### config.mk
export PLATFORM = sky130hd
export DESIGN_NAME = integer_to_ascii_formatter_unit
export DESIGN_NICKNAME = d
export VERILOG_FILES = /design/src/rtl/core/itoaf_pkg.sv /design/src/rtl/core/integer_to_ascii_formatter_unit.sv
export SDC_FILE = /design/constraint.sdc
export NUM_CORES = 1
export LEC_CHECK = 0
export BUFFER_PORTS_ARGS = -buffer_cell sky130_fd_sc_hd__buf_4
export CORE_MARGIN = 10
export CORE_UTILIZATION = 50
export CTS_CLUSTER_DIAMETER = 50
export DETAILED_ROUTE_END_ITERATION = 6
export PLACE_DENSITY = 0.83
export SKIP_CTS_REPAIR_TIMING = 1
export SLEW_MARGIN = 20
export SYNTH_ARGS = -nofsm -noshare
export SYNTH_HDL_FRONTEND = slang
export SYNTH_SLANG_ARGS = --single-unit
### constraint.sdc
create_clock -name clk -period 8.2 [get_ports clk]
set_clock_uncertainty 0.05 [all_clocks]
set_input_delay 1.64 -clock clk [delete_from_list [all_inputs] [get_ports clk]]
set_output_delay 1.64 -clock clk [all_outputs]
set_load 0.03 [all_outputs]
### src/rtl/core/itoaf_pkg.sv
`timescale 1ns / 1ps
`default_nettype none

package itoaf_pkg;

    typedef logic [7:0] char_t;
    typedef logic [3:0] nibble_t;

    // Request type codes.
    localparam logic [1:0] TYPE_SDEC = 2'd0;
    localparam logic [1:0] TYPE_UDEC = 2'd1;
    localparam logic [1:0] TYPE_HEXL = 2'd2;
    localparam logic [1:0] TYPE_HEXU = 2'd3;

    // Sign mode codes for non-negative signed decimal values.
    localparam logic [1:0] SIGN_NONE  = 2'd0;
    localparam logic [1:0] SIGN_PLUS  = 2'd1;
    localparam logic [1:0] SIGN_SPACE = 2'd2;

    localparam int VALUE_W    = 64;
    localparam int BCD_DIGITS = 20;
    localparam int HEX_DIGITS = 16;
    localparam int DIGIT_W    = BCD_DIGITS * 4;
    localparam int ND_W       = 5;

    localparam char_t CHAR_SPACE = 8'h20;
    localparam char_t CHAR_PLUS  = 8'h2B;
    localparam char_t CHAR_MINUS = 8'h2D;
    localparam char_t CHAR_ZERO  = 8'h30;
    localparam char_t CHAR_X_LO  = 8'h78;
    localparam char_t CHAR_X_UP  = 8'h58;

    // Double-dabble correction: a BCD digit of five or more gets three added
    // before the shift so that it carries into the next digit.
    function automatic nibble_t bcd_adjust(input nibble_t d);
        bcd_adjust = (d >= 4'd5) ? (d + 4'd3) : d;
    endfunction

    // ASCII for one digit; decimal digits never reach the letter range.
    function automatic char_t digit_char(input nibble_t d, input logic upper);
        if (d < 4'd10)
        begin
            digit_char = CHAR_ZERO + {4'h0, d};
        end
        else if (upper)
        begin
            digit_char = 8'h37 + {4'h0, d};
        end
        else
        begin
            digit_char = 8'h57 + {4'h0, d};
        end
    endfunction

endpackage

`default_nettype wire

### src/rtl/core/integer_to_ascii_formatter_unit.sv
`timescale 1ns / 1ps
`default_nettype none

// Integer to ASCII formatter. A request is taken when start is high and busy
// is low; the block then streams the formatted text one character per beat on
// out_char, each beat marked by char_valid for exactly one cycle, with
// last_char set on the final beat. The receiver cannot stall the stream, so it
// must take a beat every cycle that char_valid is high. A decimal request
// first runs shift-and-add-three conversion through a 20-digit BCD shift
// register, then strips leading zero digits one per cycle, passes through
// a planning state and then sends one cycle per character, at most
// MAX_WIDTH + 1 characters. A hex request skips the conversion: it strips
// leading zero nibbles one per cycle, plans, and sends one cycle per
// character. A decimal request with value zero, precision zero, width zero
// and no sign produces no beat at all; busy simply drops after the planning
// state. The BCD conversion is the dominant cost and is the reason a decimal
// item takes longer than a hex one.
module integer_to_ascii_formatter_unit #(
    parameter int MAX_WIDTH = 40
) (
    input  wire         clk,
    input  wire         rst_n,
    input  wire         start,
    output logic        busy,
    input  wire  [1:0]  req_type,
    input  wire  [63:0] value,
    input  wire  [5:0]  field_width,
    input  wire         has_precision,
    input  wire  [5:0]  min_digits,
    input  wire         right_align,
    input  wire         zero_fill,
    input  wire         alt_prefix,
    input  wire  [1:0]  sign_mode,
    output logic        char_valid,
    output logic [7:0]  out_char,
    output logic        last_char
);

    // Counter width: holds MAX_WIDTH + 1, the longest possible text.
    localparam int CW = $clog2(MAX_WIDTH + 2);
    localparam int DW = itoaf_pkg::DIGIT_W;
    localparam int NW = itoaf_pkg::ND_W;

    localparam logic [2:0] S_IDLE = 3'd0;
    localparam logic [2:0] S_CONV = 3'd1;
    localparam logic [2:0] S_NORM = 3'd2;
    localparam logic [2:0] S_PLAN = 3'd3;
    localparam logic [2:0] S_EMIT = 3'd4;

    logic [2:0]    state_reg, state_next;

    // Request fields held for the whole item.
    logic [1:0]    type_reg, type_next;
    logic [CW-1:0] width_reg, width_next;
    logic [CW-1:0] prec_reg, prec_next;
    logic          right_reg, right_next;
    logic          zfill_reg, zfill_next;
    logic          alt_reg, alt_next;
    logic [1:0]    smode_reg, smode_next;
    logic          neg_reg, neg_next;

    // Conversion datapath: magnitude shifts out MSB first into the BCD register.
    logic [63:0]   mag_reg, mag_next;
    logic [DW-1:0] dig_reg, dig_next;
    logic [5:0]    bit_cnt_reg, bit_cnt_next;
    logic [NW-1:0] nd_reg, nd_next;

    // Emission run lengths, drained in priority order.
    logic [CW-1:0] cnt_a_reg, cnt_a_next;
    logic [1:0]    cnt_p_reg, cnt_p_next;
    logic [CW-1:0] cnt_b_reg, cnt_b_next;
    logic [CW-1:0] cnt_z_reg, cnt_z_next;
    logic [NW-1:0] cnt_d_reg, cnt_d_next;
    logic [CW-1:0] cnt_t_reg, cnt_t_next;
    logic [CW-1:0] remain_reg, remain_next;
    logic          fill_b_zero_reg, fill_b_zero_next;
    logic          fill_t_zero_reg, fill_t_zero_next;

    logic          char_valid_reg, char_valid_next;
    logic [7:0]    out_char_reg, out_char_next;
    logic          last_char_reg, last_char_next;

    logic          is_dec;
    logic          upper;
    logic [3:0]    top_nib;
    logic [DW-1:0] dig_adj;
    logic [CW-1:0] nd_ext;
    logic [CW-1:0] dec_total;
    logic [CW-1:0] body;
    logic [CW-1:0] pad;
    logic [CW-1:0] span;
    logic          sign_len;
    logic [7:0]    sign_char;
    logic [NW-1:0] nd_min;

    assign is_dec  = (type_reg == itoaf_pkg::TYPE_SDEC) || (type_reg == itoaf_pkg::TYPE_UDEC);
    assign upper   = (type_reg == itoaf_pkg::TYPE_HEXU);
    assign top_nib = dig_reg[DW-1 -: 4];
    assign nd_min  = is_dec ? NW'(0) : NW'(1);

    always_comb
    begin
        for (int i = 0; i < itoaf_pkg::BCD_DIGITS; i++)
        begin
            dig_adj[i*4 +: 4] = itoaf_pkg::bcd_adjust(dig_reg[i*4 +: 4]);
        end
    end

    // Planning arithmetic: digit body, padding and total character count.
    always_comb
    begin
        nd_ext    = CW'(nd_reg);
        dec_total = (nd_ext > prec_reg) ? nd_ext : prec_reg;
        body      = is_dec ? dec_total : (nd_ext + (alt_reg ? CW'(2) : CW'(0)));
        pad       = (width_reg > body) ? (width_reg - body) : CW'(0);
        span      = (width_reg > body) ? width_reg : body;
        sign_len  = (type_reg == itoaf_pkg::TYPE_SDEC)
                    && (neg_reg || (smode_reg != itoaf_pkg::SIGN_NONE));
        if (neg_reg)
        begin
            sign_char = itoaf_pkg::CHAR_MINUS;
        end
        else if (smode_reg == itoaf_pkg::SIGN_SPACE)
        begin
            sign_char = itoaf_pkg::CHAR_SPACE;
        end
        else
        begin
            sign_char = itoaf_pkg::CHAR_PLUS;
        end
    end

    always_comb
    begin
        state_next       = state_reg;
        type_next        = type_reg;
        width_next       = width_reg;
        prec_next        = prec_reg;
        right_next       = right_reg;
        zfill_next       = zfill_reg;
        alt_next         = alt_reg;
        smode_next       = smode_reg;
        neg_next         = neg_reg;
        mag_next         = mag_reg;
        dig_next         = dig_reg;
        bit_cnt_next     = bit_cnt_reg;
        nd_next          = nd_reg;
        cnt_a_next       = cnt_a_reg;
        cnt_p_next       = cnt_p_reg;
        cnt_b_next       = cnt_b_reg;
        cnt_z_next       = cnt_z_reg;
        cnt_d_next       = cnt_d_reg;
        cnt_t_next       = cnt_t_reg;
        remain_next      = remain_reg;
        fill_b_zero_next = fill_b_zero_reg;
        fill_t_zero_next = fill_t_zero_reg;
        char_valid_next  = 1'b0;
        out_char_next    = out_char_reg;
        last_char_next   = 1'b0;

        case (state_reg)
            S_IDLE:
            begin
                if (start)
                begin
                    type_next  = req_type;
                    width_next = ({1'b0, field_width} > 7'(MAX_WIDTH)) ? CW'(MAX_WIDTH)
                                                                     : CW'(field_width);
                    if (!has_precision)
                    begin
                        prec_next = CW'(1);
                    end
                    else if ({1'b0, min_digits} > 7'(MAX_WIDTH))
                    begin
                        prec_next = CW'(MAX_WIDTH);
                    end
                    else
                    begin
                        prec_next = CW'(min_digits);
                    end
                    right_next   = right_align;
                    zfill_next   = zero_fill;
                    alt_next     = alt_prefix;
                    smode_next   = sign_mode;
                    neg_next     = (req_type == itoaf_pkg::TYPE_SDEC) && value[63];
                    mag_next     = ((req_type == itoaf_pkg::TYPE_SDEC) && value[63])
                                   ? (64'd0 - value) : value;
                    bit_cnt_next = 6'd0;
                    if (req_type[1])
                    begin
                        dig_next   = {value, {(DW - itoaf_pkg::VALUE_W){1'b0}}};
                        nd_next    = NW'(itoaf_pkg::HEX_DIGITS);
                        state_next = S_NORM;
                    end
                    else
                    begin
                        dig_next   = '0;
                        nd_next    = NW'(itoaf_pkg::BCD_DIGITS);
                        state_next = S_CONV;
                    end
                end
            end

            S_CONV:
            begin
                // One magnitude bit per cycle into the BCD register.
                dig_next     = {dig_adj[DW-2:0], mag_reg[63]};
                mag_next     = {mag_reg[62:0], 1'b0};
                bit_cnt_next = bit_cnt_reg + 6'd1;
                if (bit_cnt_reg == 6'd63)
                begin
                    state_next = S_NORM;
                end
            end

            S_NORM:
            begin
                // Strip leading zero digits; hex always keeps one digit.
                if ((nd_reg > nd_min) && (top_nib == 4'd0))
                begin
                    dig_next = {dig_reg[DW-5:0], 4'd0};
                    nd_next  = nd_reg - NW'(1);
                end
                else
                begin
                    state_next = S_PLAN;
                end
            end

            S_PLAN:
            begin
                cnt_d_next  = nd_reg;
                cnt_t_next  = right_reg ? CW'(0) : pad;
                remain_next = span + CW'(sign_len);
                if (is_dec)
                begin
                    cnt_a_next       = CW'(0);
                    cnt_p_next       = {1'b0, sign_len};
                    cnt_b_next       = right_reg ? pad : CW'(0);
                    cnt_z_next       = dec_total - nd_ext;
                    fill_b_zero_next = zfill_reg;
                    fill_t_zero_next = zfill_reg;
                end
                else
                begin
                    cnt_a_next       = (right_reg && !zfill_reg) ? pad : CW'(0);
                    cnt_p_next       = alt_reg ? 2'd2 : 2'd0;
                    cnt_b_next       = (right_reg && zfill_reg) ? pad : CW'(0);
                    cnt_z_next       = CW'(0);
                    fill_b_zero_next = 1'b1;
                    fill_t_zero_next = 1'b0;
                end
                if ((span + CW'(sign_len)) == CW'(0))
                begin
                    state_next = S_IDLE;
                end
                else
                begin
                    state_next = S_EMIT;
                end
            end

            S_EMIT:
            begin
                char_valid_next = 1'b1;
                remain_next     = remain_reg - CW'(1);
                last_char_next  = (remain_reg == CW'(1));
                if (remain_reg == CW'(1))
                begin
                    state_next = S_IDLE;
                end
                if (cnt_a_reg != CW'(0))
                begin
                    out_char_next = itoaf_pkg::CHAR_SPACE;
                    cnt_a_next    = cnt_a_reg - CW'(1);
                end
                else if (cnt_p_reg != 2'd0)
                begin
                    if (cnt_p_reg == 2'd2)
                    begin
                        out_char_next = itoaf_pkg::CHAR_ZERO;
                    end
                    else if (is_dec)
                    begin
                        out_char_next = sign_char;
                    end
                    else
                    begin
                        out_char_next = upper ? itoaf_pkg::CHAR_X_UP : itoaf_pkg::CHAR_X_LO;
                    end
                    cnt_p_next = cnt_p_reg - 2'd1;
                end
                else if (cnt_b_reg != CW'(0))
                begin
                    out_char_next = fill_b_zero_reg ? itoaf_pkg::CHAR_ZERO
                                                    : itoaf_pkg::CHAR_SPACE;
                    cnt_b_next    = cnt_b_reg - CW'(1);
                end
                else if (cnt_z_reg != CW'(0))
                begin
                    out_char_next = itoaf_pkg::CHAR_ZERO;
                    cnt_z_next    = cnt_z_reg - CW'(1);
                end
                else if (cnt_d_reg != NW'(0))
                begin
                    out_char_next = itoaf_pkg::digit_char(top_nib, upper);
                    dig_next      = {dig_reg[DW-5:0], 4'd0};
                    cnt_d_next    = cnt_d_reg - NW'(1);
                end
                else
                begin
                    out_char_next = fill_t_zero_reg ? itoaf_pkg::CHAR_ZERO
                                                    : itoaf_pkg::CHAR_SPACE;
                    cnt_t_next    = cnt_t_reg - CW'(1);
                end
            end

            default:
            begin
                state_next = S_IDLE;
            end
        endcase
    end

    always_ff @(posedge clk or negedge rst_n)
    begin
        if (!rst_n)
        begin
            state_reg      <= S_IDLE;
            char_valid_reg <= 1'b0;
            last_char_reg  <= 1'b0;
        end
        else
        begin
            state_reg      <= state_next;
            char_valid_reg <= char_valid_next;
            last_char_reg  <= last_char_next;
        end
    end

    always_ff @(posedge clk)
    begin
        type_reg        <= type_next;
        width_reg       <= width_next;
        prec_reg        <= prec_next;
        right_reg       <= right_next;
        zfill_reg       <= zfill_next;
        alt_reg         <= alt_next;
        smode_reg       <= smode_next;
        neg_reg         <= neg_next;
        mag_reg         <= mag_next;
        dig_reg         <= dig_next;
        bit_cnt_reg     <= bit_cnt_next;
        nd_reg          <= nd_next;
        cnt_a_reg       <= cnt_a_next;
        cnt_p_reg       <= cnt_p_next;
        cnt_b_reg       <= cnt_b_next;
        cnt_z_reg       <= cnt_z_next;
        cnt_d_reg       <= cnt_d_next;
        cnt_t_reg       <= cnt_t_next;
        remain_reg      <= remain_next;
        fill_b_zero_reg <= fill_b_zero_next;
        fill_t_zero_reg <= fill_t_zero_next;
        out_char_reg    <= out_char_next;
    end

    assign busy       = (state_reg != S_IDLE);
    assign char_valid = char_valid_reg;
    assign out_char   = out_char_reg;
    assign last_char  = last_char_reg;

    // A beat on the output can only come from the emission state.
    a_beat_from_emit: assert property (@(posedge clk) disable iff (!rst_n)
        char_valid |-> ($past(state_reg) == S_EMIT))
        else $error("character beat without emission");

    // The emission state always has at least one character left to send.
    a_emit_remaining: assert property (@(posedge clk) disable iff (!rst_n)
        (state_reg == S_EMIT) |-> (remain_reg != CW'(0)))
        else $error("emission with nothing remaining");

    // An accepted request makes the block busy.
    a_accept_busy: assert property (@(posedge clk) disable iff (!rst_n)
        (start && !busy) |=> busy)
        else $error("request accepted but block not busy");

    // The final beat of an item is never directly followed by another beat.
    a_last_gap: assert property (@(posedge clk) disable iff (!rst_n)
        (char_valid && last_char) |=> !char_valid)
        else $error("beat directly after final character");

endmodule

`default_nettype wire
* Word-level counts from Yosys, hierarchy flattened
Index checks and enable logic that the tools add are counted.
** Storage, ports and cells
- Bits of input ports :: 87
- Output and inout port bits :: 11
- Bits in registers :: 221
- Word-level logic and storage cells :: 243
** Cells by class
- Bitwise operators :: 1
- Add/subtract/negate cells :: 36
- Reductions and logical operators :: 35
- Order comparisons :: 26
- Equality and inequality tests :: 24
- Multiplexer cells :: 96
** Operator list (count)
- $mux 80 :: 8
- $pmux 80 s4 :: 1
- $mux 64 :: 2
- $pmux 64 s2 :: 1
- $mux 6 :: 21
- $mux 4 :: 21
- $ge 4x3->1 const B :: 20
- $add 4x2->4 const B :: 19
- $sub 1x64->64 const A :: 1
- $pmux 6 s2 :: 5
- $mux 8 :: 6
- $mux 5 :: 9
- $ne 2x2->1 const B :: 14
- $sub 6x1->6 const B :: 4
- $mux 3 :: 7
- $pmux 5 s2 :: 2
- $reduce_bool 6->1 :: 3
- $pmux 3 s5 :: 1
- $add 6x4->7 const A :: 2
- $mux 7 :: 2
- $gt 6x6->1 const B :: 2
- $mux 2 :: 6
- $reduce_bool 2->1 :: 5
- $sub 5x1->5 const B :: 2
- 39 further kinds :: 54

* Logic depth before layout (Yosys ltp)
- Word-level depth :: 9
- Depth in mapped cells :: 26
- Depth with buffers taken out :: 26

* Worst setup path after synthesis
No wires, ideal clock.
- Path type :: input to register
- Start point :: in start
- End point :: reg dig_reg[0], enable pin
- Stages on the path :: 5
- Slack :: -0.675 ns
- Library setup time :: 0.544 ns
- Arrival time :: 8.281 ns
- Required time :: 7.606 ns
- Path buffers :: 0
- Path through :: nand2b_1 > nor3_1 > or2_2 > a21oi_1 > a21oi_1
** Between the ends
- Word-level cells in the longest chain between the ends :: 2
** RTL lines
- start, declared :: line integer_to_ascii_formatter_unit.sv:23 : input wire start,
- $ne 2x2->1 (no source line)
- $reduce_and 8->1 (no source line)
- end signal, assigned :: line integer_to_ascii_formatter_unit.sv:352 : dig_reg <= dig_next;
- end, declared :: line integer_to_ascii_formatter_unit.sv:64 : logic [DW-1:0] dig_reg, dig_next;
No other way between the ends.
A chain may end at the register's enable or synchronous reset.

* Final worst setup path
- Start point :: reg nd_reg[1]
- End point :: reg state_reg[2]
** Between the ends
- Word-level cells in the longest chain between the ends :: 9
- Elaborated cells on any way between the ends :: 14
- Those cells by class :: add/sub (2); order compare (3); eq/ne (1); mux (5); reduce/logical (3)
** RTL lines
- start, declared :: line integer_to_ascii_formatter_unit.sv:66 : logic [NW-1:0] nd_reg, nd_next;
- start signal, assigned :: line integer_to_ascii_formatter_unit.sv:354 : nd_reg <= nd_next;
- $gt 5x6->1 :: line integer_to_ascii_formatter_unit.sv:113 : dec_total = (nd_ext > prec_reg) ? nd_ext : prec_reg;
- $mux 6 :: line integer_to_ascii_formatter_unit.sv:113
- $mux 6 :: line integer_to_ascii_formatter_unit.sv:114 : body = is_dec ? dec_total : (nd_ext + (alt_reg ? CW'(2) : CW'(0)));
- $gt 6x6->1 :: line integer_to_ascii_formatter_unit.sv:116 : span = (width_reg > body) ? width_reg : body;
- $mux 6 :: line integer_to_ascii_formatter_unit.sv:116
- $add 6x1->6 :: line integer_to_ascii_formatter_unit.sv:253 : if ((span + CW'(sign_len)) == CW'(0))
- $logic_not 6->1 :: line integer_to_ascii_formatter_unit.sv:253
- $mux 3 :: line integer_to_ascii_formatter_unit.sv:253
- $pmux 3 s5 :: line integer_to_ascii_formatter_unit.sv:161 : case (state_reg)
- end signal, assigned :: line integer_to_ascii_formatter_unit.sv:335 : state_reg <= state_next;
- end, declared :: line integer_to_ascii_formatter_unit.sv:50 : logic [2:0] state_reg, state_next;
Several ways; a longest one is shown, not always the timed one.

==> impl_metrics.tcl <==
set metrics [dict create \
    globalplace.congestion 0.8714 \
    detail_route.first_pass.iterations 7 \
    drive_gt1_share_pct 11.47 \
    overflow 0 \
    chipWidth_um 188.1 \
    synthFlopType "edfxtp_1" \
    slowest_delay_ns 0.53 \
    cp_num_buf_inv 2 \
    ir_drop_mv 0.3497 \
    r2r_cells 22 \
    insertion_delay_ns 0.57 \
    grt_max_degree 122 \
    max_slew_margin_pct 29.44 \
    fmax_ghz 0.1769 \
    io_pins 98 \
    hp-start "mag_reg[41]$_DFFE_PP_" \
    required_ns 8.56 \
    yosysSeqAreaShare_pct 46.59 \
    cts-buffers-inserted 29 \
    die_y_um 188.1 \
    finalSetupViolations 0 \
    drt_iter0_drc 986 \
    critPathTopFamily "compound AO/OA/AOI/OAI gates" \
    drv_cap 0 \
    r2r_setup_slack_ns 2.55 \
    hold_viol_final 0 \
    slew_viol_final 0 \
    antennaDiodeCount 0 \
    criticalPathCategory "flop to flop" \
    cp_slowest_cell "edfxtp_1" \
    portBuffers 96 \
    fin_tns_setup_ns 0 \
    place_inst 1885 \
    clkTransAtPathRegs_ns 0.06 \
    rr_startpoint "nd_reg[1]$_SDFFCE_PN0P_" \
    fillerInstances 2310 \
    wire_per_inst_um 17.63 \
    final_cells 1939 \
    post-synth-top-area-fraction_pct 45.70 \
    rr_endpoint "state_reg[2]$_DFFE_PN0P_" \
    largest_register_ffs 80 \
    whs_path_depth 2 \
    status "finished clean" \
    async_flop_share_pct 2.273 \
    layout_commonest_cell "edfxtp_1" \
    drc 0 \
    root_buffer "clkbuf_16" \
    crit_path_max_fanout 10 \
    syn_area_um2 14130 \
    setup_ws_ns 2.546 \
    fin_crit_sh_pct 68.96 \
    path_cells "ha_1, nor2b_1, o21a_1, o21ai_1, mux2i_1, mux2_2, inv_1, fa_1, a21o_1, o21a_1, o31a_1, a221o_1, nand2_1, inv_1, o21ai_0, ha_1, nand2_1, nor2_1, xnor2_1, mux2i_1, nor4_1, a41oi_1" \
    finalPower_uw 6389 \
    drt-total-wl_um 34190 \
    rsz0062_at_grt "no" \
    ant_nets 0 \
    pre_cts_ws_ns 2.658 \
    avgSynthCellArea_um2 9.662 \
    avgViaCountPerCell 5.924 \
    grt_pass1_vias 11430 \
    crit_path_start_kind "flop" \
    final_core_util_pct 58.06 \
    final_cell_mix "edfxtp_1, o21ai_0, nand2_1, nor2_1, a21oi_1" \
    cts_max_level 1 \
    clockBufferDepth 3 \
    dieArea_um2 35380 \
    min_delay_worst_endpoint "mag_reg[42]$_DFFE_PP_" \
    cts.sinks 220 \
    synth_nets 1627 \
    synthToLayoutAreaGrowth_pct 14.49 \
    fin_nets 1704 \
    cp.arrival_ns 6.02 \
    synth-seq-cells 220 \
    yosys.area.top_type "edfxtp_1" \
    coreArea_um2 27860 \
    period_needed_ns 5.654 \
    grt_pass1_wl_um 55720 \
    worstMarginPinSlew_ns 1.058 \
    rows 61 \
    synth-edff-count 215 \
    start_util_pct 50.71 \
    leakage_uw 0.006058 \
    ys_types 68 \
    crit_path_end_kind "flop" \
    yosysWarnings 0 \
    cts_tree "built" \
    hold_class "flop to flop" \
    vias 11490 \
    track_usage_pct 18.46 \
    antenna_found_initial 1 \
    cp-startpoint "nd_reg[1]$_SDFFCE_PN0P_" \
    place_hpwl_um 23230 \
    power_density_nw_per_um2 395.0 \
    postSynthCellCount 1462 \
    synthTopCellsByArea "edfxtp_1, ha_1, o21ai_0, nand2_1, xnor2_1" \
]
cell usage after synthesis (14+ instances only):
cell,number
inv_1,87
a21oi_1,117
a221o_1,31
ha_1,76
nand3_1,21
xnor2_1,70
nor3b_1,19
nand2b_1,28
nor2_1,119
o31ai_1,14
a22oi_1,36
edfxtp_1,215
clkbuf_1,53
nand2_1,166
o21ai_0,165
nor3_1,29
xor2_1,53
area by class of cell:
cell class / count / area [um2] / share of cell area (%)
Inverter: 88 / 330.3 / 2.042
Sequential cell: 220 / 6581 / 40.69
Clock inverter: 22 / 221.5 / 1.369
Timing Repair Buffer: 108 / 830.8 / 5.137
Multi-Input combinational cell: 1092 / 7003 / 43.30
Tap cell: 378 / 473.0 / 2.924
Clock buffer: 31 / 733.2 / 4.534
metal layers:
metal	vias to the layer above	wire, um	global-route usage [%]
met2	412	16280	30.88
met3	67	2274	3.024
met1	5528	14740	23.64
li1	5479	-	-
met5	-	0	0
met4	0	887	6.492
how the worst max path moves through the flow:
stage / to / slack, ns / cells after the start
3_3_place_gp: state_reg[2]$_DFFE_PN0P_ / 2.78 / 23
5_1_grt: state_reg[2]$_DFFE_PN0P_ / 2.12 / 24
4_1_cts: state_reg[2]$_DFFE_PN0P_ / 2.59 / 22
6_report: state_reg[2]$_DFFE_PN0P_ / 2.55 / 22
3_5_place_dp: state_reg[2]$_DFFE_PN0P_ / 2.66 / 22
2_1_floorplan: dig_reg[0]$_DFFE_PP_ / 1.09 / 5
cell families (layout without fill, tap and decap cells):
group | after synthesis | after routing | share of synthesized area, %
simple gates | 453 | 453 | 15.53
compound gates | 427 | 427 | 18.41
flops | 220 | 220 | 46.59
buf+inv | 150 | 249 | 4.074
xor+xnor | 123 | 123 | 7.626
fa+ha+maj | 80 | 80 | 7.157
mux | 8 | 8 | 0.5846
other cells | 1 | 1 | 0.02655
report_power, final:
| part | internal [uW] | switching (uW) | leakage [uW] |
|---|---|---|---|
| clock network | 749 | 517 | 0.000468 |
| logic | 1010 | 1640 | 0.00347 |
| registers | 2060 | 409 | 0.00212 |
stage by stage:
step                      instance area (um2)  hold WS, ns
after detailed placement                15190       0.4625
after global placement                  15190       0.4538
final                                   16170       0.4779
after floorplan                         14130       0.4463
after global routing                    16170       0.4987
after CTS                               16150       0.4799
tightest hold or removal path: cells and delay by family (launching register included):
| family | cells | cell delay (ns) |
|---|---|---|
| DFF | 1 | 0.32 |
| AOI/OAI and AO/OA | 1 | 0.06 |
| and+or+nand+nor | 1 | 0.04 |
Note: power is estimated with default switching activity, not from simulation.
